==> src/design/dsfr_pkg.sv <==
`timescale 1ns / 1ps

package dsfr_pkg;

  // Default longest frame before the position counter parks
  localparam int MAX_FRAME_LEN_DEF = 64;

  // Register map (byte address = 4 * index)
  localparam int          REG_IDX_W          = 3;
  localparam int          PADDR_W            = 5;
  localparam logic [2:0]  REG_FRAME_HEADER   = 3'd0;
  localparam logic [2:0]  REG_LINK_TIMEOUT   = 3'd1;
  localparam logic [2:0]  REG_DATA_MAX       = 3'd2;
  localparam logic [2:0]  REG_ON_STATE       = 3'd3;
  localparam logic [2:0]  REG_ERROR_STATE    = 3'd4;
  localparam logic [2:0]  REG_OFF_STATE      = 3'd5;

  // Register reset values
  localparam logic [7:0]  FRAME_HEADER_RST   = 8'd22;
  localparam logic [7:0]  LINK_TIMEOUT_RST   = 8'd10;
  localparam logic [15:0] DATA_MAX_RST       = 16'd1000;
  localparam logic [7:0]  ON_STATE_RST       = 8'd2;
  localparam logic [7:0]  ERROR_STATE_RST    = 8'd255;
  localparam logic [7:0]  OFF_STATE_RST      = 8'd1;

  // Link countdown value after reset
  localparam logic [7:0]  LINK_RESET         = 8'd10;

  // Frame type bytes
  localparam logic [7:0]  TYPE_STATE_B1      = 8'h02;
  localparam logic [7:0]  TYPE_STATE_B2      = 8'h0C;
  localparam logic [7:0]  TYPE_DATA_B1       = 8'h11;
  localparam logic [7:0]  TYPE_DATA_B2       = 8'h0B;

  // Captured byte slots and the frame positions they hold
  localparam int NUM_CAPTURE = 10;
  localparam logic [3:0] SLOT_POS [NUM_CAPTURE] = '{
    4'd0, 4'd1, 4'd2, 4'd3, 4'd5, 4'd6, 4'd9, 4'd10, 4'd13, 4'd14
  };

  // Command request codes
  typedef enum logic [1:0] {
    CMD_NONE  = 2'd0,
    CMD_READ  = 2'd1,
    CMD_START = 2'd2
  } cmd_t;

  // Configuration register set
  typedef struct packed {
    logic [7:0]  frame_header;
    logic [7:0]  link_timeout;
    logic [15:0] data_max;
    logic [7:0]  on_state;
    logic [7:0]  error_state;
    logic [7:0]  off_state;
  } cfg_t;

  // Outcome of a byte word, from receiver to supervisor
  typedef struct packed {
    logic        accepted;
    logic        set_state;
    logic [7:0]  state_val;
    logic        load_readings;
    logic [15:0] pm25;
    logic [15:0] pm10;
    logic [15:0] pm1;
  } frame_evt_t;

  // Values shown in a result word
  typedef struct packed {
    logic [15:0] pm25;
    logic [15:0] pm10;
    logic [15:0] pm1;
    logic [7:0]  state;
    cmd_t        cmd;
  } sup_view_t;

endpackage

==> src/design/dsfr_cfg.sv <==
`timescale 1ns / 1ps

module dsfr_cfg (
  input  logic                        clk,
  input  logic                        rst_n,
  input  logic                        psel,
  input  logic                        penable,
  input  logic                        pwrite,
  input  logic [dsfr_pkg::PADDR_W-1:0] paddr,
  input  logic [31:0]                 pwdata,
  output logic [31:0]                 prdata,
  output logic                        pready,
  output dsfr_pkg::cfg_t              cfg
);

  dsfr_pkg::cfg_t                 cfg_r;
  dsfr_pkg::cfg_t                 cfg_nxt;
  logic [dsfr_pkg::REG_IDX_W-1:0] idx;
  logic                           wr_en;

  assign idx    = paddr[dsfr_pkg::PADDR_W-1:2];
  assign wr_en  = psel && penable && pwrite;
  assign pready = 1'b1;
  assign cfg    = cfg_r;

  // Register write decode
  always_comb begin
    cfg_nxt = cfg_r;
    if (wr_en) begin
      unique case (idx)
        dsfr_pkg::REG_FRAME_HEADER: cfg_nxt.frame_header = pwdata[7:0];
        dsfr_pkg::REG_LINK_TIMEOUT: cfg_nxt.link_timeout = pwdata[7:0];
        dsfr_pkg::REG_DATA_MAX:     cfg_nxt.data_max     = pwdata[15:0];
        dsfr_pkg::REG_ON_STATE:     cfg_nxt.on_state     = pwdata[7:0];
        dsfr_pkg::REG_ERROR_STATE:  cfg_nxt.error_state  = pwdata[7:0];
        dsfr_pkg::REG_OFF_STATE:    cfg_nxt.off_state    = pwdata[7:0];
        default: ;
      endcase
    end
  end

  always_ff @(posedge clk) begin
    if (!rst_n) begin
      cfg_r.frame_header <= dsfr_pkg::FRAME_HEADER_RST;
      cfg_r.link_timeout <= dsfr_pkg::LINK_TIMEOUT_RST;
      cfg_r.data_max     <= dsfr_pkg::DATA_MAX_RST;
      cfg_r.on_state     <= dsfr_pkg::ON_STATE_RST;
      cfg_r.error_state  <= dsfr_pkg::ERROR_STATE_RST;
      cfg_r.off_state    <= dsfr_pkg::OFF_STATE_RST;
    end else begin
      cfg_r <= cfg_nxt;
    end
  end

  // Read mux
  always_comb begin
    unique case (idx)
      dsfr_pkg::REG_FRAME_HEADER: prdata = {24'd0, cfg_r.frame_header};
      dsfr_pkg::REG_LINK_TIMEOUT: prdata = {24'd0, cfg_r.link_timeout};
      dsfr_pkg::REG_DATA_MAX:     prdata = {16'd0, cfg_r.data_max};
      dsfr_pkg::REG_ON_STATE:     prdata = {24'd0, cfg_r.on_state};
      dsfr_pkg::REG_ERROR_STATE:  prdata = {24'd0, cfg_r.error_state};
      dsfr_pkg::REG_OFF_STATE:    prdata = {24'd0, cfg_r.off_state};
      default:                    prdata = 32'd0;
    endcase
  end

endmodule

==> src/design/dsfr_rx.sv <==
`timescale 1ns / 1ps

module dsfr_rx #(
  parameter int MAX_FRAME_LEN = dsfr_pkg::MAX_FRAME_LEN_DEF
) (
  input  logic                   clk,
  input  logic                   rst_n,
  input  logic                   step,       // byte word advances this cycle
  input  logic [7:0]             rx_byte,
  input  logic                   frame_end,
  input  dsfr_pkg::cfg_t         cfg,
  output dsfr_pkg::frame_evt_t   evt
);

  localparam int POS_W = $clog2(MAX_FRAME_LEN + 1);

  logic [7:0]       sum_r, sum_nxt;
  logic [POS_W-1:0] pos_r, pos_nxt;
  logic [7:0]       cap_r   [dsfr_pkg::NUM_CAPTURE];
  logic [7:0]       cap_nxt [dsfr_pkg::NUM_CAPTURE];
  logic [7:0]       view    [dsfr_pkg::NUM_CAPTURE];
  logic [dsfr_pkg::NUM_CAPTURE-1:0] hit;
  logic [7:0]       expect_sum;
  logic             good;
  logic [15:0]      w25, w10, w1;

  // Slot hits at the current position; the current byte is seen by the check
  always_comb begin
    for (int k = 0; k < dsfr_pkg::NUM_CAPTURE; k++) begin
      hit[k]     = (pos_r == POS_W'(dsfr_pkg::SLOT_POS[k]));
      view[k]    = hit[k] ? rx_byte : cap_r[k];
      cap_nxt[k] = (step && hit[k]) ? rx_byte : cap_r[k];
    end
  end

  // Checksum and frame decisions
  assign expect_sum = 8'd0 - sum_r;
  assign good       = frame_end && (view[0] == cfg.frame_header) && (rx_byte == expect_sum);
  assign w25        = {view[4], view[5]};
  assign w10        = {view[6], view[7]};
  assign w1         = {view[8], view[9]};

  always_comb begin
    evt.accepted      = good;
    evt.set_state     = good && (view[1] == dsfr_pkg::TYPE_STATE_B1)
                             && (view[2] == dsfr_pkg::TYPE_STATE_B2);
    evt.state_val     = view[3];
    evt.load_readings = good && (view[1] == dsfr_pkg::TYPE_DATA_B1)
                             && (view[2] == dsfr_pkg::TYPE_DATA_B2);
    evt.pm25          = (w25 > cfg.data_max) ? cfg.data_max : w25;
    evt.pm10          = (w10 > cfg.data_max) ? cfg.data_max : w10;
    evt.pm1           = (w1  > cfg.data_max) ? cfg.data_max : w1;
  end

  // Running sum and position
  always_comb begin
    sum_nxt = sum_r;
    pos_nxt = pos_r;
    if (step) begin
      if (frame_end) begin
        sum_nxt = 8'd0;
        pos_nxt = '0;
      end else begin
        sum_nxt = sum_r + rx_byte;
        if (pos_r < POS_W'(MAX_FRAME_LEN)) pos_nxt = pos_r + 1'b1;
      end
    end
  end

  always_ff @(posedge clk) begin
    if (!rst_n) begin
      sum_r <= 8'd0;
      pos_r <= '0;
      for (int k = 0; k < dsfr_pkg::NUM_CAPTURE; k++) cap_r[k] <= 8'd0;
    end else begin
      sum_r <= sum_nxt;
      pos_r <= pos_nxt;
      for (int k = 0; k < dsfr_pkg::NUM_CAPTURE; k++) cap_r[k] <= cap_nxt[k];
    end
  end

endmodule

==> src/design/dsfr_sup.sv <==
`timescale 1ns / 1ps

module dsfr_sup (
  input  logic                 clk,
  input  logic                 rst_n,
  input  logic                 byte_step,   // byte word advances
  input  logic                 tick_step,   // tick word with sensing on advances
  input  dsfr_pkg::frame_evt_t evt,
  input  dsfr_pkg::cfg_t       cfg,
  output dsfr_pkg::sup_view_t  view_nxt     // values after this word
);

  logic [7:0]  cd_r,    cd_nxt;
  logic [7:0]  state_r, state_nxt;
  logic [15:0] pm25_r,  pm25_nxt;
  logic [15:0] pm10_r,  pm10_nxt;
  logic [15:0] pm1_r,   pm1_nxt;

  // Frame results and link supervision
  always_comb begin
    cd_nxt    = cd_r;
    state_nxt = state_r;
    pm25_nxt  = pm25_r;
    pm10_nxt  = pm10_r;
    pm1_nxt   = pm1_r;
    if (byte_step && evt.accepted) begin
      cd_nxt = cfg.link_timeout;
      if (evt.set_state) state_nxt = evt.state_val;
      if (evt.load_readings) begin
        pm25_nxt = evt.pm25;
        pm10_nxt = evt.pm10;
        pm1_nxt  = evt.pm1;
      end
    end else if (tick_step) begin
      if (cd_r != 8'd0) cd_nxt = cd_r - 8'd1;
      else              state_nxt = cfg.error_state;
    end
  end

  always_comb begin
    view_nxt.pm25  = pm25_nxt;
    view_nxt.pm10  = pm10_nxt;
    view_nxt.pm1   = pm1_nxt;
    view_nxt.state = state_nxt;
    if (!tick_step)                       view_nxt.cmd = dsfr_pkg::CMD_NONE;
    else if (state_nxt == cfg.on_state)   view_nxt.cmd = dsfr_pkg::CMD_READ;
    else                                  view_nxt.cmd = dsfr_pkg::CMD_START;
  end

  always_ff @(posedge clk) begin
    if (!rst_n) begin
      cd_r    <= dsfr_pkg::LINK_RESET;
      state_r <= dsfr_pkg::OFF_STATE_RST;
      pm25_r  <= 16'd0;
      pm10_r  <= 16'd0;
      pm1_r   <= 16'd0;
    end else begin
      cd_r    <= cd_nxt;
      state_r <= state_nxt;
      pm25_r  <= pm25_nxt;
      pm10_r  <= pm10_nxt;
      pm1_r   <= pm1_nxt;
    end
  end

endmodule

==> src/design/dust_sensor_frame_receiver.sv <==
`timescale 1ns / 1ps
// Channel  | Direction | Handshake          | Word
// ---------+-----------+--------------------+--------------------------------------------
// in_      | input     | in_valid/in_stall  | mode, rx_byte, frame_end, sense_enabled
// out_     | output    | out_valid/out_stall| pm25, pm10, pm1, sensor_state, cmd, accepted
// cfg (APB)| input     | psel/penable/pready| register writes and reads, 4-byte stride
//
// Each word is held in the input register until it advances; its result is then
// registered into the output register, where out_valid rises for it.
// One word per cycle unless stalled, set by the single compute pass between them.
// Synchronous active-low reset clears both pipeline valids and loads defaults.
// A stalled result holds the output register; the input register still takes
// one word, then in_stall rises until the result is taken.

module dust_sensor_frame_receiver #(
  parameter int MAX_FRAME_LEN = dsfr_pkg::MAX_FRAME_LEN_DEF
) (
  input  logic                         clk,
  input  logic                         rst_n,
  // input channel
  input  logic                         in_valid,
  output logic                         in_stall,
  input  logic                         in_mode,
  input  logic [7:0]                   in_rx_byte,
  input  logic                         in_frame_end,
  input  logic                         in_sense_enabled,
  // result channel
  output logic                         out_valid,
  input  logic                         out_stall,
  output logic [15:0]                  out_pm25_value,
  output logic [15:0]                  out_pm10_value,
  output logic [15:0]                  out_pm1_value,
  output logic [7:0]                   out_sensor_state,
  output logic [1:0]                   out_command_request,
  output logic                         out_frame_accepted,
  // configuration port
  input  logic                         psel,
  input  logic                         penable,
  input  logic                         pwrite,
  input  logic [dsfr_pkg::PADDR_W-1:0] paddr,
  input  logic [31:0]                  pwdata,
  output logic [31:0]                  prdata,
  output logic                         pready
);

  dsfr_pkg::cfg_t       cfg;
  dsfr_pkg::frame_evt_t evt;
  dsfr_pkg::sup_view_t  view_nxt;

  logic        s1_valid_r, s1_valid_nxt;
  logic        s1_mode_r, s1_fend_r, s1_sense_r;
  logic [7:0]  s1_byte_r;
  logic        out_valid_r, out_valid_nxt;
  logic [15:0] out_pm25_r, out_pm10_r, out_pm1_r;
  logic [7:0]  out_state_r;
  logic [1:0]  out_cmd_r;
  logic        out_acc_r;
  logic        in_take, adv, byte_step, tick_step;

  // Pipeline handshake
  assign adv       = s1_valid_r && (!out_valid_r || !out_stall);
  assign in_stall  = s1_valid_r && !adv;
  assign in_take   = in_valid && !in_stall;
  assign byte_step = adv && !s1_mode_r;
  assign tick_step = adv && s1_mode_r && s1_sense_r;

  assign s1_valid_nxt  = in_take || (s1_valid_r && !adv);
  assign out_valid_nxt = adv || (out_valid_r && out_stall);

  dsfr_cfg u_cfg (
    .clk     (clk),
    .rst_n   (rst_n),
    .psel    (psel),
    .penable (penable),
    .pwrite  (pwrite),
    .paddr   (paddr),
    .pwdata  (pwdata),
    .prdata  (prdata),
    .pready  (pready),
    .cfg     (cfg)
  );

  dsfr_rx #(.MAX_FRAME_LEN(MAX_FRAME_LEN)) u_rx (
    .clk       (clk),
    .rst_n     (rst_n),
    .step      (byte_step),
    .rx_byte   (s1_byte_r),
    .frame_end (s1_fend_r),
    .cfg       (cfg),
    .evt       (evt)
  );

  dsfr_sup u_sup (
    .clk       (clk),
    .rst_n     (rst_n),
    .byte_step (byte_step),
    .tick_step (tick_step),
    .evt       (evt),
    .cfg       (cfg),
    .view_nxt  (view_nxt)
  );

  // Control registers
  always_ff @(posedge clk) begin
    if (!rst_n) begin
      s1_valid_r  <= 1'b0;
      out_valid_r <= 1'b0;
    end else begin
      s1_valid_r  <= s1_valid_nxt;
      out_valid_r <= out_valid_nxt;
    end
  end

  // Input word register
  always_ff @(posedge clk) begin
    if (in_take) begin
      s1_mode_r  <= in_mode;
      s1_byte_r  <= in_rx_byte;
      s1_fend_r  <= in_frame_end;
      s1_sense_r <= in_sense_enabled;
    end
  end

  // Result word register
  always_ff @(posedge clk) begin
    if (adv) begin
      out_pm25_r  <= view_nxt.pm25;
      out_pm10_r  <= view_nxt.pm10;
      out_pm1_r   <= view_nxt.pm1;
      out_state_r <= view_nxt.state;
      out_cmd_r   <= view_nxt.cmd;
      out_acc_r   <= byte_step && evt.accepted;
    end
  end

  assign out_valid           = out_valid_r;
  assign out_pm25_value      = out_pm25_r;
  assign out_pm10_value      = out_pm10_r;
  assign out_pm1_value       = out_pm1_r;
  assign out_sensor_state    = out_state_r;
  assign out_command_request = out_cmd_r;
  assign out_frame_accepted  = out_acc_r;

`ifndef SYNTHESIS
  // Accepted frame only ever comes from a byte word, never with a command
  a_acc_no_cmd: assert property (@(posedge clk) disable iff (!rst_n)
    out_valid && out_frame_accepted |-> out_command_request == dsfr_pkg::CMD_NONE)
    else $error("frame accepted together with a command request");

  // Input side only stalls when the input register is full
  a_stall_full: assert property (@(posedge clk) disable iff (!rst_n)
    in_stall |-> s1_valid_r)
    else $error("input stalled with empty input register");

  // A word leaving the input register shows up as a result next cycle
  a_adv_out: assert property (@(posedge clk) disable iff (!rst_n)
    adv |=> out_valid_r)
    else $error("advanced word did not reach the output register");

  // Reset empties both stages
  a_rst_empty: assert property (@(posedge clk)
    !rst_n |=> (!s1_valid_r && !out_valid_r))
    else $error("pipeline not empty after reset");

  // Command code stays within its defined values
  a_cmd_legal: assert property (@(posedge clk) disable iff (!rst_n)
    out_valid |-> (out_command_request == dsfr_pkg::CMD_NONE ||
                   out_command_request == dsfr_pkg::CMD_READ ||
                   out_command_request == dsfr_pkg::CMD_START))
    else $error("illegal command request code");
`endif

endmodule

==> config.mk <==
export PLATFORM = sky130hd
export DESIGN_NAME = dust_sensor_frame_receiver
export DESIGN_NICKNAME = d
export VERILOG_FILES = /design/src/design/dsfr_pkg.sv /design/src/design/dsfr_cfg.sv /design/src/design/dsfr_rx.sv /design/src/design/dsfr_sup.sv /design/src/design/dust_sensor_frame_receiver.sv
export SDC_FILE = /design/constraint.sdc
export NUM_CORES = 1
export LEC_CHECK = 0
export BUFFER_PORTS_ARGS = -buffer_cell sky130_fd_sc_hd__buf_2
export CAP_MARGIN = 10
export CELL_PAD_IN_SITES_DETAIL_PLACEMENT = 0
export CELL_PAD_IN_SITES_GLOBAL_PLACEMENT = 1
export CORE_ASPECT_RATIO = 1.4
export CORE_MARGIN = 2
export CORE_UTILIZATION = 41
export CTS_CLUSTER_DIAMETER = 50
export CTS_CLUSTER_SIZE = 28
export DETAILED_ROUTE_END_ITERATION = 16
export GPL_TIMING_DRIVEN = 0
export PLACE_DENSITY_LB_ADDON = 0.1
export SLEW_MARGIN = 40
export SYNTH_ARGS = -nofsm -noshare
export SYNTH_HDL_FRONTEND = slang
export SYNTH_SLANG_ARGS = --single-unit
==> constraint.sdc <==
create_clock -name clk -period 6.18 [get_ports clk]
set_clock_uncertainty 0.1 [all_clocks]
set_input_delay 0.309 -clock clk [delete_from_list [all_inputs] [get_ports clk]]
set_output_delay 0.309 -clock clk [all_outputs]
set_load 0.05 [all_outputs]
=== Word level (Yosys, flattened, before mapping) ===
Memories as Yosys holds them, arrays and structs flattened.
Cells that the tools add are included.

* Muxes and demuxes: 53
* $add $sub $neg: 4
* Reductions and logical operators: 48
* Bitwise gates (word level): 10
* Order comparisons: 4
* Eq/ne operators: 21

{| class="wikitable"
|+ Operators by type and width
! kind !! count
|-
| two-way mux 8 bit || 38
|-
| two-way mux 16 bit || 9
|-
| one-hot mux 16 bit (6 select lines) || 1
|-
| > comparator 16 bit || 3
|-
| equality test 7 x 4 -> 1 bit (second input constant) || 4
|-
| logical AND 1 bit || 26
|-
| equality test 8 bit || 3
|-
| equality test 8 x 4 -> 1 bit (second input constant) || 2
|-
| AND reduction 2 bit || 8
|-
| equality test 7 x 2 -> 1 bit (second input constant) || 2
|-
| equality test 7 x 3 -> 1 bit (second input constant) || 2
|-
| two-way mux 7 bit || 2
|-
| OR 1 bit || 10
|-
| adder 8 bit || 1
|-
| equality test 8 x 2 -> 1 bit (second input constant) || 1
|-
| equality test 8 x 5 -> 1 bit (second input constant) || 1
|-
| nonzero test 8 bit || 1
|-
| subtractor 1 x 8 -> 8 bit (first input constant) || 1
|-
| subtractor 8 x 1 -> 8 bit (second input constant) || 1
|-
| adder 7 x 1 -> 7 bit (second input constant) || 1
|-
| equality test 7 x 1 -> 1 bit (second input constant) || 1
|-
| zero test 7 bit || 1
|-
| < comparator 7 bit (second input constant) || 1
|-
| equality test 3 x 2 -> 1 bit (second input constant) || 2
|-
| other kinds (8) || 18
|}

* Memories kept: 1
* Output and inout bits: 94
* Logic and storage cells: 166
* Register bits after elaboration: 207
* Memory bits (writable): 80

{| class="wikitable"
|+ Memory list
! name !! words !! width !! read ports !! clocked after Yosys merged registers in !! write ports !! RTL line !! text
|-
| u_rx.cap_r || 10 || 8 || 10 || 0 || 10 || dsfr_rx.sv:19 || <nowiki>logic [7:0] cap_r [dsfr_pkg::NUM_CAPTURE];</nowiki>
|}

=== Longest topological paths before layout ===
Gate-level depths: netlist of the first run.

* Depth after elaboration: 11
* Depth in mapped cells: 17

=== Cells and area by module ===
Synthesis of the first run repeated with hierarchy kept, for this count alone.

* Cells, all modules: 1,473
* Area, all modules: 14,855.5 um^2

{| class="wikitable"
|+ Modules (own cells, without submodules)
! module !! area each (um^2) !! times used !! cells each
|-
| dsfr_rx || 6,767.7 || 1 || 783
|-
| dsfr_sup || 3,116.7 || 1 || 308
|-
| dsfr_cfg || 2,765.2 || 1 || 301
|-
| dust_sensor_frame_receiver || 2,205.9 || 1 || 81
|}

=== Worst setup path before layout of the first run ===
Ideal clock, no wire load.

* Kind: register to register
* Start: register out_valid_r, in the netlist out_valid
* End: register out_cmd_r[1], in the netlist out_command_request[1] (data pin)
* Clock period less this slack: 5,880 ps
* Setup slack: 300 ps
* Cell stages (with the launch flop): 10
* Arrival time: 5,517 ps
* Required time: 5,817 ps
* Library setup time: 263 ps
* Buffers on the path: 1
* Cells stage by stage: dfxtp_1 a21boi_1 nand2b_1 clkbuf_1 nor3_1 or4b_4 nand2_4 nor3_1 or4_1 o311a_1

* Longest elaborated chain between the ends: 9
* Elaborated cells on any way between the ends: 11
* Those cells by class: 1 x eq/ne; 3 x mux; 7 x reduce/logical

{| class="wikitable"
|+ RTL lines
! item !! RTL line !! text
|-
| from (decl) || dust_sensor_frame_receiver.sv:53 || <nowiki>logic out_valid_r, out_valid_nxt;</nowiki>
|-
| from (signal assigned) || dust_sensor_frame_receiver.sv:110 || <nowiki>out_valid_r <= out_valid_nxt;</nowiki>
|-
| zero test 1 bit * || dust_sensor_frame_receiver.sv:61 || <nowiki>assign adv = s1_valid_r && (!out_valid_r || !out_stall);</nowiki>
|-
| logical OR 1 bit * || dust_sensor_frame_receiver.sv:61 ||
|-
| logical AND 1 bit * || dust_sensor_frame_receiver.sv:61 ||
|-
| via adv || dust_sensor_frame_receiver.sv:58 || <nowiki>logic in_take, adv, byte_step, tick_step;</nowiki>
|-
| logical AND 1 bit (2 in a row) || dust_sensor_frame_receiver.sv:65 || <nowiki>assign tick_step = adv && s1_mode_r && s1_sense_r;</nowiki>
|-
| two-way mux 8 bit || dsfr_sup.sv:34 || <nowiki>end else if (tick_step) begin</nowiki>
|-
| two-way mux 8 bit || dsfr_sup.sv:26 || <nowiki>if (byte_step && evt.accepted) begin</nowiki>
|-
| equality test 8 bit || dsfr_sup.sv:46 || <nowiki>else if (state_nxt == cfg.on_state) view_nxt.cmd = dsfr_pkg::CMD_READ;</nowiki>
|-
| two-way mux 2 bit || dsfr_sup.sv:46 ||
|-
| to (signal assigned) || dust_sensor_frame_receiver.sv:131 || <nowiki>out_cmd_r <= view_nxt.cmd;</nowiki>
|-
| to (decl) || dust_sensor_frame_receiver.sv:56 || <nowiki>logic [1:0] out_cmd_r;</nowiki>
|}

The timed path passes the listed nets; every way through them passes the cells marked *.
A chain may end at the register's enable or synchronous reset.

=== Worst setup path in the final report of the first run ===
* Start: register u_rx.pos_r[1]
* End: register out_pm1_r[5], in the netlist out_pm1_value[5] (data pin)

* Longest elaborated chain between the ends: 9
* Elaborated cells on any way between the ends: 22
* Those cells by class: 1 x order compare; 7 x eq/ne; 8 x mux; 6 x reduce/logical

{| class="wikitable"
|+ RTL lines
! item !! RTL line !! text
|-
| from (decl) || dsfr_rx.sv:18 || <nowiki>logic [POS_W-1:0] pos_r, pos_nxt;</nowiki>
|-
| from (signal assigned) || dsfr_rx.sv:77 || <nowiki>pos_r <= pos_nxt;</nowiki>
|-
| branches (longest 8 deep; another with > comparator 16 bit) || - ||
|-
| two-way mux 16 bit * || dsfr_sup.sv:26 ||
|-
| via u_sup.pm1_nxt[5] || dsfr_sup.sv:17 || <nowiki>logic [15:0] pm1_r, pm1_nxt;</nowiki>
|-
| to (signal assigned) || dust_sensor_frame_receiver.sv:129 || <nowiki>out_pm1_r <= view_nxt.pm1;</nowiki>
|-
| to (decl) || dust_sensor_frame_receiver.sv:54 || <nowiki>logic [15:0] out_pm25_r, out_pm10_r, out_pm1_r;</nowiki>
|}

Mark *: on every way through the listed nets, which the timed path passes.

==> results.md, run 1 <==
* Static Leakage at 7.12 nW
* Min-delay src: paddr[4]
* Placer congestion estimate at 0.905
* Die W at 165 µm
* CP endpoint kind: flip-flop
* Worst hold slack at 147 ps
* Drt first pass iters at 5
* Placement Rows at 82
* Routed Antenna Nets at 0
* Fin. Hold Viols at 0
* CP max stage delay at 600 ps
* Final core occ at 48.9%
* Placed instance area at 16,300 µm²
* VDD IR max at 225 µV
* Worst r2r dst: out_pm1_value[5]$_DFFE_PP_
* Share of layout cells above drive strength 1 at 13.2%
* CP required at 6370 ps
* Slew headroom at 41.6%
* Tcrit/Tclk final at 94.1%
* Die area at 38,000 µm²
* Sequential area share after synthesis at 43.2%
* Via Count at 13,300
* Final cell count without fillers at 2,379
* Max cap viols at 0
* CP max stage cell: nor4b_2
* Post-synth top flop: dfxtp_1
* Power per cell area at 241 nW/µm²
* Vias in the first global route at 13,000
* CORE AREA at 35,900 µm²
* Root buffer cell: clkbuf_16
* Slew Viols, Final at 0
* Type of the most critical hold path: in2reg
* R2r worst-path depth at 17
* WL per Instance at 21.8 µm
* Kind of critical path: reg2reg
* Worst-Margin Slew at 875 ps
* DRC at 0
* Worst Hold End: u_cfg.cfg[24]$_SDFFE_PN0P_
* Initial antenna violation count at 0
* GRT overflow at 0
* RSZ-0062 raised after global routing: false
* Post-synth EDFFs at 70
* Pin count of the biggest net entering global routing at 20
* Clock slew at reported path FFs at 70 ps
* TNS Setup at 0 ps
* TritonCTS Buffers at 29
* Clock Latency Late Sink at 580 ps
* Starting Density at 41.6%
* Clock sink count at 287
* Most frequent CP cell: a21o_1
* HPWL after detailed placement at 39,100 µm
* Layout Nets at 2,013
* All-Layer GR Usage at 27.3%
* Number of setup buffers added after CTS at 0
* Final setup viols at 0
* Chip height at 230 µm
* Min cycle time layout at 5820 ps
* Pwr Total at 4.24 mW
* Synthesis-stage register bit count at 287
* First-pass GRT wire length at 78,600 µm
* Htree depth at 1
* Ant diodes at 0
* CP Launch Type: flip-flop
* Vias per cell at 5.60
* Yosys Warn Count at 0
* R2r setup slk at 360 ps
* Post-layout instance area at 17,600 µm²
* Arr. time, crit path at 6010 ps
* Outcome: finished clean
* DP Worst Slack at 380 ps
* Worst Setup Slack, final at 363 ps
* CTS tree: yes
* Yosys cell types at 81
* Layout fillers at 3,553
* Async SR Flop Fraction at 0%
* Syn Area/Cell at 8.77 µm²
* Fmax at 172 MHz
* Maximum clock insertion buffer count at 3
* Syn Inst Count at 1,703
* DRT iter0 DRCs at 863
* Hold depth at 4
* CP Max Fanout at 10
* I/O pin total at 149
* Final WL at 51,800 µm
* Cell Chain, Critical Path: inv_1, ha_1, nor4b_2, nand3_1, clkbuf_1, mux2_2, ha_1, a21o_1, a21o_1, a21o_1, a21o_1, a21o_1, a211o_1, o21ai_1, buf_1, mux2i_1, o21ai_0
* IO buf count at 113
* RR Startpoint: u_rx.pos_r[1]$_SDFFE_PN0P_
* Placed Cells at 2,297
* CP top delay family: compound AO/OA/AOI/OAI gates
* Mapped Area at 14,900 µm²
* Worst Path Buf+Inv at 3
* Layout area overhead at 17.6%
-- kinds of logic (layout without fill, tap and decap cells) --
family	after synthesis	after routing	share of synthesized area, %
and+or+nand+nor	597	597	18.5
AOI/OAI and AO/OA	433	433	18.1
DFF	287	287	43.2
buffers and inverters	171	370	4.78
muxes	121	121	8.34
adders and majority gates	63	63	5.33
xor gates and xnor gates	29	29	1.70
other	2	17	0.0503
-- cells in the mapped netlist, drive strengths merged (12+ instances only) --
library cell	number	area, µm²
a211oi	24	180
a21o	31	233
a21oi	143	716
and2	15	93.8
buf	30	184
clkbuf	94	353
dfxtp	217	4340
edfxtp	70	2100
ha	62	776
inv	47	176
mux2	28	315
mux2i	93	931
nand2	276	1040
nand2b	12	75.1
nand3	20	100
nand4	13	81.3
nor2	138	518
nor2b	21	131
nor3	28	145
o211ai	29	218
o21ai	92	460
o221ai	16	140
o22ai	27	169
or3	20	125
xnor2	13	114
xor2	16	140
-- worst max-delay path by stage --
| stage | start | endpoint | slack [ps] | cells after the start |
|---|---|---|---|---|
| final | u_rx.pos_r[1]$_SDFFE_PN0P_ | out_pm1_value[5]$_DFFE_PP_ | 360 | 17 |
| after global routing | u_rx.pos_r[0]$_SDFFE_PN0P_ | out_pm1_value[6]$_DFFE_PP_ | 0.003 | 16 |
| after CTS | u_rx.pos_r[1]$_SDFFE_PN0P_ | out_pm1_value[6]$_DFFE_PP_ | 370 | 17 |
| after detailed placement | u_rx.pos_r[1]$_SDFFE_PN0P_ | out_pm1_value[6]$_DFFE_PP_ | 380 | 17 |
| after global placement | out_stall | out_pm10_value[12]$_DFFE_PP_ | -2190 | 9 |
| after floorplan | out_valid$_SDFF_PN0_ | out_command_request[1]$_SDFFCE_PN0P_ | 300 | 9 |
-- state kept, by name, indices dropped and copies added, names as in the netlist, 16 cells and up --
register,count
out_pm1_value,16
out_pm25_value,16
u_sup.pm10_r,16
u_sup.pm1_r,16
u_sup.pm25_r,16
u_rx.cap_r,80
out_pm10_value,16
u_cfg.cfg,56
-- final cells by class --
type,count,area (µm²),area share [%]
plain buffers,124,538,3.06
clock buffers,31,743,4.23
clock inverters,22,272,1.55
inverters,47,176,1.00
multi-input cells,1260,7900,45.0
flip-flops and latches,287,6450,36.7
well taps,462,578,3.29
repair buffers,146,908,5.17
-- what timing repair did --
| item | CTS | global route |
|---|---|---|
| setup endpoints to repair | 0 | 1 |
| endpoints found under the hold margin | 36 | 0 |
| hold buffers | 29 | 0 |
| gates resized for setup | 0 | 1 |
-- report_power, final --
part	switching (mW)	internal, mW	leakage (nW)	total, mW
sequential	0.0215	1.95	2.38	1.97
combinational	0.279	0.0992	4.24	0.378
clock	0.856	1.03	0.499	1.89
total	1.16	3.08	7.12	4.24
-- worst reg2reg max path, cell delays in order (launching register included) --
cell and delay (ps):
dfxtp_1 350, inv_1 110, ha_1 180, nor4b_2 600, nand3_1 430, clkbuf_1 330, mux2_2 370, ha_1 300
a21o_1 160, a21o_1 170, a21o_1 160, a21o_1 170, a21o_1 180, a211o_1 300, o21ai_1 570, buf_1 590
mux2i_1 350, o21ai_0 160
-- per-layer routing --
metal  up-vias  track usage (%)  part of all wire [%]  wire length (µm)
li1       6459                -                     -                 -
met1      6385             32.9                    41             21000
met2       362             49.4                    51             26600
met3       105             2.83                   4.0              2090
met4         0             10.7                   4.0              2080
met5         -                0                     0                 0
-- placed cells by master, fill, tap and decap left out, types with 6 or more instances in the layout --
master	count
dlygate4sd3_1	29
nor3_1	24
nor2_1	135
ha_1	62
buf_4	18
a31oi_1	8
o211ai_1	29
and2_1	14
a211oi_1	24
nor3b_1	7
or3_1	20
a21o_1	31
inv_1	46
dfxtp_1	217
mux2i_1	93
o221ai_1	16
conb_1	17
o31ai_1	6
edfxtp_1	70
nor4_1	6
clkbuf_16	29
clkbuf_1	93
a21oi_1	143
nand2_1	275
buf_2	119
or4_1	8
nand2b_1	12
xnor2_1	13
o21a_1	10
buf_1	8
nand4_1	13
xor2_1	16
o22ai_1	26
nand3_1	20
o21ai_0	91
nor2b_1	20
mux2_2	28
(Power assumes the default switching activity.)
==> inputs of run 2 (changes only) <==
- CTS_CLUSTER_SIZE: 28 -> unset
- PLACE_DENSITY_LB_ADDON: 0.1 -> 0.08
==> run 2 against run 1 <==
Against the previous run: global-route usage is 0.17 points higher; via count is 1.1% higher; die area stayed put; cell count is 0.21% higher; largest power group is now the clock network; clock power grew 5%.
==> results.md, run 2 (synthesized netlist as in run 1, its figures left out) <==
* Outcome: finished clean (unchanged)
* I/O pin total at 149 (unchanged)
* Post_cts resized at 0 (unchanged)
* Clock slew at reported path FFs at 60 ps (was 70 ps)
* Chip height at 230 µm (unchanged)
* Max reg flops at 80 (unchanged)
* Grt met3 use at 3.84% (was 2.83%)
* Placer congestion estimate at 0.943 (was 0.905)
* DRT iter0 DRCs at 995 (was 863)
* Met2 Resource Use GR at 49.2% (was 49.4%)
* Layout Nets at 2,012 (was 2,013)
* Layout area overhead at 17.6% (about the same)
* Worst r2r dst: out_pm1_value[8]$_DFFE_PP_ (was out_pm1_value[5]$_DFFE_PP_)
* Via Count at 13,500 (was 13,300)
* Power per cell area at 247 nW/µm² (was 241 nW/µm²)
* Worst Hold End: u_cfg.cfg[54]$_SDFFE_PN0P_ (was u_cfg.cfg[24]$_SDFFE_PN0P_)
* CTS tree: yes (unchanged)
* R2r setup slk at 360 ps (about the same)
* Type of the most critical hold path: in2reg (unchanged)
* Hold Buf Count CTS at 22 (was 29)
* RSZ-0062 raised after global routing: false (unchanged)
* Grt peak-use layer: met2 (unchanged)
* Max cap viols at 0 (unchanged)
* RR Startpoint: u_rx.pos_r[0]$_SDFFE_PN0P_ (was u_rx.pos_r[1]$_SDFFE_PN0P_)
* All-Layer GR Usage at 27.5% (was 27.3%)
* Maximum clock insertion buffer count at 3 (unchanged)
* Final core occ at 48.9% (about the same)
* GR Util met1 at 32.0% (was 32.9%)
* Clock sink count at 287 (unchanged)
* CORE AREA at 35,900 µm² (unchanged)
* HPWL after detailed placement at 39,300 µm (was 39,100 µm)
* Final cell count without fillers at 2,384 (was 2,379)
* CP endpoint kind: flip-flop (unchanged)
* Worst hold slack at 26.0 ps (was 147 ps)
* Initial antenna violation count at 3 (was 0)
* Final WL at 52,300 µm (was 51,800 µm)
* TritonCTS Buffers at 35 (was 29)
* Final setup viols at 0 (unchanged)
* Pin count of the biggest net entering global routing at 20 (unchanged)
* Die area at 38,000 µm² (unchanged)
* Slew headroom at 43.2% (was 41.6%)
* Kind of critical path: reg2reg (unchanged)
* Static Leakage at 7.12 nW (about the same)
* Fin. Hold Viols at 0 (unchanged)
* Vias in the first global route at 13,000 (about the same)
* Placed instance area at 16,300 µm² (about the same)
* Vias per cell at 5.65 (was 5.60)
* Htree depth at 2 (was 1)
* R2r worst-path depth at 16 (was 17)
* Root buffer cell: clkbuf_16 (unchanged)
* Tcrit/Tclk final at 94.3% (was 94.1%)
* Worst-Margin Slew at 845 ps (was 875 ps)
* CP Max Fanout at 10 (unchanged)
* GRT overflow at 0 (unchanged)
* Share of layout cells above drive strength 1 at 13.0% (was 13.2%)
* Fmax at 172 MHz (about the same)
* Most common cell after layout, fill and taps aside: nand2_1 (unchanged)
* Clock Latency Late Sink at 550 ps (was 580 ps)
* Min cycle time layout at 5820 ps (about the same)
* Layout fillers at 3,566 (was 3,553)
* Placed Cells at 2,297 (unchanged)
* Arr. time, crit path at 6010 ps (about the same)
* CP Launch Type: flip-flop (unchanged)
* IO buf count at 113 (unchanged)
* Routed Antenna Nets at 0 (unchanged)
* Largest Register: u_rx.cap_r (unchanged)
* Slew Viols, Final at 0 (unchanged)
* DRC at 0 (unchanged)
* Starting Density at 41.6% (unchanged)
* TNS Setup at 0 ps (unchanged)
* Drt first pass iters at 6 (was 5)
* CP required at 6360 ps (was 6370 ps)
* Placement Rows at 82 (unchanged)
* Die W at 165 µm (unchanged)
* Number of setup buffers added after CTS at 0 (unchanged)
* VDD IR max at 198 µV (was 225 µV)
* Hold depth at 3 (was 4)
* Most frequent cells in the layout: nand2_1 (275), dfxtp_1 (217), a21oi_1 (143), nor2_1 (136), buf_2 (119) (was nand2_1 (275), dfxtp_1 (217), a21oi_1 (143), nor2_1 (135), buf_2 (119))
* Min-delay src: pwdata[6] (was paddr[4])
* Post-layout instance area at 17,600 µm² (about the same)
* WL per Instance at 21.9 µm (was 21.8 µm)
* First-pass GRT wire length at 78,000 µm (was 78,600 µm)
## run 2: through the flow
step                      setup slack, ps  total power [mW]
final                                 355              4.33
after CTS                             358              4.37
after global routing                 11.9              4.47
after floorplan                       300              2.25
after detailed placement              400              2.38
after global placement              -2200              2.37
## run 2: power breakdown
part / internal, mW / switching (mW) / total, mW
sequential: 1.95 / 0.0217 / 1.97
combinational: 0.0964 / 0.278 / 0.375
clock: 1.13 / 0.853 / 1.98
## run 2: final cells by class
cell class | count | area (µm²) | share of cell area (%)
Clock inverter | 18 | 150 | 0.855
Inverter | 47 | 176 | 1.00
Tap cell | 462 | 578 | 3.29
Timing Repair Buffer | 139 | 838 | 4.77
Clock buffer | 46 | 938 | 5.34
Multi-Input combinational cell | 1260 | 7900 | 45.0
Antenna cell | 1 | 2.50 | 0.0142
Sequential cell | 287 | 6450 | 36.7
Buffer | 124 | 539 | 3.07
## run 2: worst max-delay path, stage by stage, from the launching register on
cell and delay (ps):
dfxtp_1 430, ha_1 200, nor4b_2 590, nand3_1 430
clkbuf_1 340, mux2_2 360, ha_1 300, a21o_1 160
a21o_1 170, a21o_1 160, a21o_1 170, a21o_1 170
a211o_1 290, o21ai_1 600, clkbuf_1 590, mux2i_1 390
o21ai_0 120
## run 2: per-layer routing
| layer | share of wire, % | wire, µm |
|---|---|---|
| met5 | 0.025 | 13 |
| met3 | 4.8 | 2520 |
| met1 | 40 | 20900 |
| met4 | 5.0 | 2610 |
| met2 | 50 | 26200 |
## run 2: worst max-delay path by stage
stage                                          start                              endpoint  slack, ps
after floorplan                 out_valid$_SDFF_PN0_  out_command_request[1]$_SDFFCE_PN0P_        300
after global placement                     out_stall           u_sup.pm10_r[12]$_SDFF_PN0_      -2200
after detailed placement  u_rx.pos_r[1]$_SDFFE_PN0P_            out_pm1_value[8]$_DFFE_PP_        400
after CTS                 u_rx.pos_r[0]$_SDFFE_PN0P_            out_pm1_value[6]$_DFFE_PP_        360
after global routing      u_rx.pos_r[1]$_SDFFE_PN0P_            out_pm1_value[9]$_DFFE_PP_         10
final                     u_rx.pos_r[0]$_SDFFE_PN0P_            out_pm1_value[8]$_DFFE_PP_        360
==> inputs of run 3 (changes only) <==
==> constraint.sdc (replaced) <==
create_clock -name clk -period 6.18 [get_ports clk]
set_clock_uncertainty 0.1 [all_clocks]
set_input_delay 0.618 -clock clk [delete_from_list [all_inputs] [get_ports clk]]
set_output_delay 0.618 -clock clk [all_outputs]
set_load 0.05 [all_outputs]
==> run 3 against run 2 <==
Against the previous run: non-clock buffer count is 22 lower; total power decreased by 0.21%; final area down 1.3%; first-iteration DRC count down 4.3%; highest routed layer unchanged.
==> results.md, run 3 (synthesized netlist as in run 1, its figures left out) <==
* Via Count at 13,400 (was 13,500)
* Root buffer cell: clkbuf_16 (unchanged)
* Ant diodes at 0 (was 1)
* Layout fillers at 3,583 (was 3,566)
* Pin count of the biggest net entering global routing at 20 (unchanged)
* IO buf count at 113 (unchanged)
* Routed Antenna Nets at 0 (unchanged)
* Slew Viols, Final at 0 (unchanged)
* R2r setup slk at 350 ps (was 360 ps)
* FF+latch area at 6450 µm² (unchanged)
* Logic gate share of total power at 8.4% (was 8.7%)
* HPWL after detailed placement at 39,300 µm (unchanged)
* Drt first pass iters at 5 (was 6)
* Placer congestion estimate at 0.943 (unchanged)
* Initial antenna violation count at 3 (unchanged)
* VDD IR max at 196 µV (was 198 µV)
* CORE AREA at 35,900 µm² (unchanged)
* CTS tree: yes (unchanged)
* Placement Rows at 82 (unchanged)
* Final WL at 52,000 µm (was 52,300 µm)
* Switching pwr at 1.15 mW (about the same)
* Layout Nets at 1,990 (was 2,012)
* Critical Path Sink: out_pm1_value[6]$_DFFE_PP_ (was out_pm1_value[8]$_DFFE_PP_)
* WL per Instance at 22.0 µm (was 21.9 µm)
* Static Leakage at 7.03 nW (was 7.12 nW)
* R2r worst-path depth at 16 (unchanged)
* Worst Setup SP: u_rx.pos_r[0]$_SDFFE_PN0P_ (unchanged)
* DP Worst Slack at 400 ps (unchanged)
* First-pass GRT wire length at 77,600 µm (was 78,000 µm)
* CP endpoint kind: flip-flop (unchanged)
* Die area at 38,000 µm² (unchanged)
* Kind of critical path: reg2reg (unchanged)
* GRT overflow at 0 (unchanged)
* Clock Latency Late Sink at 550 ps (about the same)
* DRC at 0 (unchanged)
* Largest Register: u_rx.cap_r (unchanged)
* CP Max Fanout at 10 (unchanged)
* Chip height at 230 µm (unchanged)
* Final cell count without fillers at 2,361 (was 2,384)
* Min-delay src: in_rx_byte[4] (was pwdata[6])
* Fmax at 171 MHz (was 172 MHz)
* Int Pwr at 3.17 mW (was 3.18 mW)
* Worst-Margin Slew at 864 ps (was 845 ps)
* Worst Setup Slack, final at 348 ps (was 355 ps)
* Type of the most critical hold path: in2reg (unchanged)
* Placed Cells at 2,297 (unchanged)
* Clock slew at reported path FFs at 60 ps (about the same)
* Starting Density at 41.6% (unchanged)
* Worst r2r dst: out_pm1_value[6]$_DFFE_PP_ (was out_pm1_value[8]$_DFFE_PP_)
* All-Layer GR Usage at 27.4% (was 27.5%)
* Clock sink count at 287 (unchanged)
* RR Startpoint: u_rx.pos_r[0]$_SDFFE_PN0P_ (unchanged)
* Vias per cell at 5.67 (was 5.65)
* Die W at 165 µm (unchanged)
* Arr. time, crit path at 6000 ps (was 6010 ps)
* Slew headroom at 42.4% (was 43.2%)
* Vias in the first global route at 12,900 (was 13,000)
* Tcrit/Tclk final at 94.4% (was 94.3%)
* Clock network power share at 45.9% (was 45.8%)
* Max reg flops at 80 (unchanged)
* Min cycle time layout at 5830 ps (was 5820 ps)
* Outcome: finished clean (unchanged)
* Fin. Hold Viols at 0 (unchanged)
* TritonCTS Buffers at 35 (unchanged)
* Footprint of the multi-input gates at 7900 µm² (unchanged)
* CP Launch Type: flip-flop (unchanged)
* Share of power burned in registers at 45.6% (about the same)
* DRT iter0 DRCs at 952 (was 995)
* Post_cts resized at 0 (unchanged)
* RSZ-0062 raised after global routing: false (unchanged)
* Most common cell after layout, fill and taps aside: nand2_1 (unchanged)
* I/O pin total at 149 (unchanged)
* Number of setup buffers added after CTS at 0 (unchanged)
* Final setup viols at 0 (unchanged)
* Layout area overhead at 16.1% (was 17.6%)
* Share of layout cells above drive strength 1 at 13.1% (was 13.0%)
* Most frequent cells in the layout: nand2_1 (275), dfxtp_1 (217), a21oi_1 (143), nor2_1 (136), buf_2 (119) (unchanged)
* Max cap viols at 0 (unchanged)
* Htree depth at 2 (unchanged)
* Hold Buf Count CTS at 0 (was 22)
* Switching share of power at 26.7% (was 26.6%)
* CP required at 6350 ps (was 6360 ps)
* Power per cell area at 249 nW/µm² (was 247 nW/µm²)
* Maximum clock insertion buffer count at 3 (unchanged)
==> run 3: changes by cell type in the layout (fill, tap and decap cells not counted), sizes merged <==
| cell | change |
|---|---|
| dlygate4sd3 | -22 |
| diode | -1 |
==> run 3: per-layer routing <==
| metal | wire (µm) | GRT usage [%] |
|---|---|---|
| met4 | 2620 | 12.9 |
| met5 | 26 | 0 |
| met3 | 2560 | 3.84 |
| met1 | 20800 | 31.9 |
| met2 | 26100 | 49.0 |
==> run 3: layout make-up <==
type | count | area share, %
inverters | 47 | 1.02
multi-input cells | 1260 | 45.5
clock inverters | 18 | 0.866
plain buffers | 124 | 3.11
flip-flops and latches | 287 | 37.2
repair buffers | 117 | 3.56
clock buffers | 46 | 5.41
well taps | 462 | 3.33
==> run 3: power by group through the flow <==
stage / sequential (mW) / clock (mW) / combinational [mW]
2_1_floorplan: 2.08 / 0 / 0.175
3_3_place_gp: 2.02 / 0 / 0.356
3_5_place_dp: 2.01 / 0 / 0.363
4_1_cts: 1.97 / 2.02 / 0.364
5_1_grt: 1.98 / 2.10 / 0.386
6_report: 1.97 / 1.99 / 0.364
==> run 3: worst min path at each step <==
stage | to | slack (ps) | depth (start not counted)
finish | s1_byte_r[4]$_DFFE_PP_ | 150 | 1
global route | s1_byte_r[4]$_DFFE_PP_ | 150 | 1
CTS | s1_byte_r[2]$_DFFE_PP_ | 140 | 1
detailed placement | u_rx.cap_r[0][65]$_SDFFE_PN0P_ | 340 | 2
global placement | u_rx.cap_r[0][78]$_SDFFE_PN0P_ | 340 | 2
floorplan | u_rx.cap_r[0][64]$_SDFFE_PN0P_ | 330 | 2
==> run 3: metrics by stage <==
| step | area [µm²] | util (%) | hold WS (ps) | TNS, ps | power, mW |
|---|---|---|---|---|---|
| 2_1_floorplan | 15000 | - | 333 | 0 | 2.25 |
| 3_3_place_gp | 16100 | 44.9 | 341 | -309660 | 2.37 |
| 3_5_place_dp | 16300 | 45.3 | 344 | 0 | 2.38 |
| 4_1_cts | 17300 | 48.3 | 140 | 0 | 4.36 |
| 5_1_grt | 17300 | 48.3 | 152 | 0 | 4.46 |
| 6_report | 17300 | 48.3 | 153 | 0 | 4.32 |
==> run 3: critical path, cell delays in order, from the launching register on <==
cell and delay, ps:
dfxtp_1 440, ha_1 200, nor4b_2 560, nand3_1 440
clkbuf_1 340, mux2_2 360, ha_1 300, a21o_1 160
a21o_1 170, a21o_1 170, a21o_1 170, a21o_1 170
a211o_1 290, o21ai_1 590, clkbuf_1 580, mux2i_1 380
o21ai_0 140
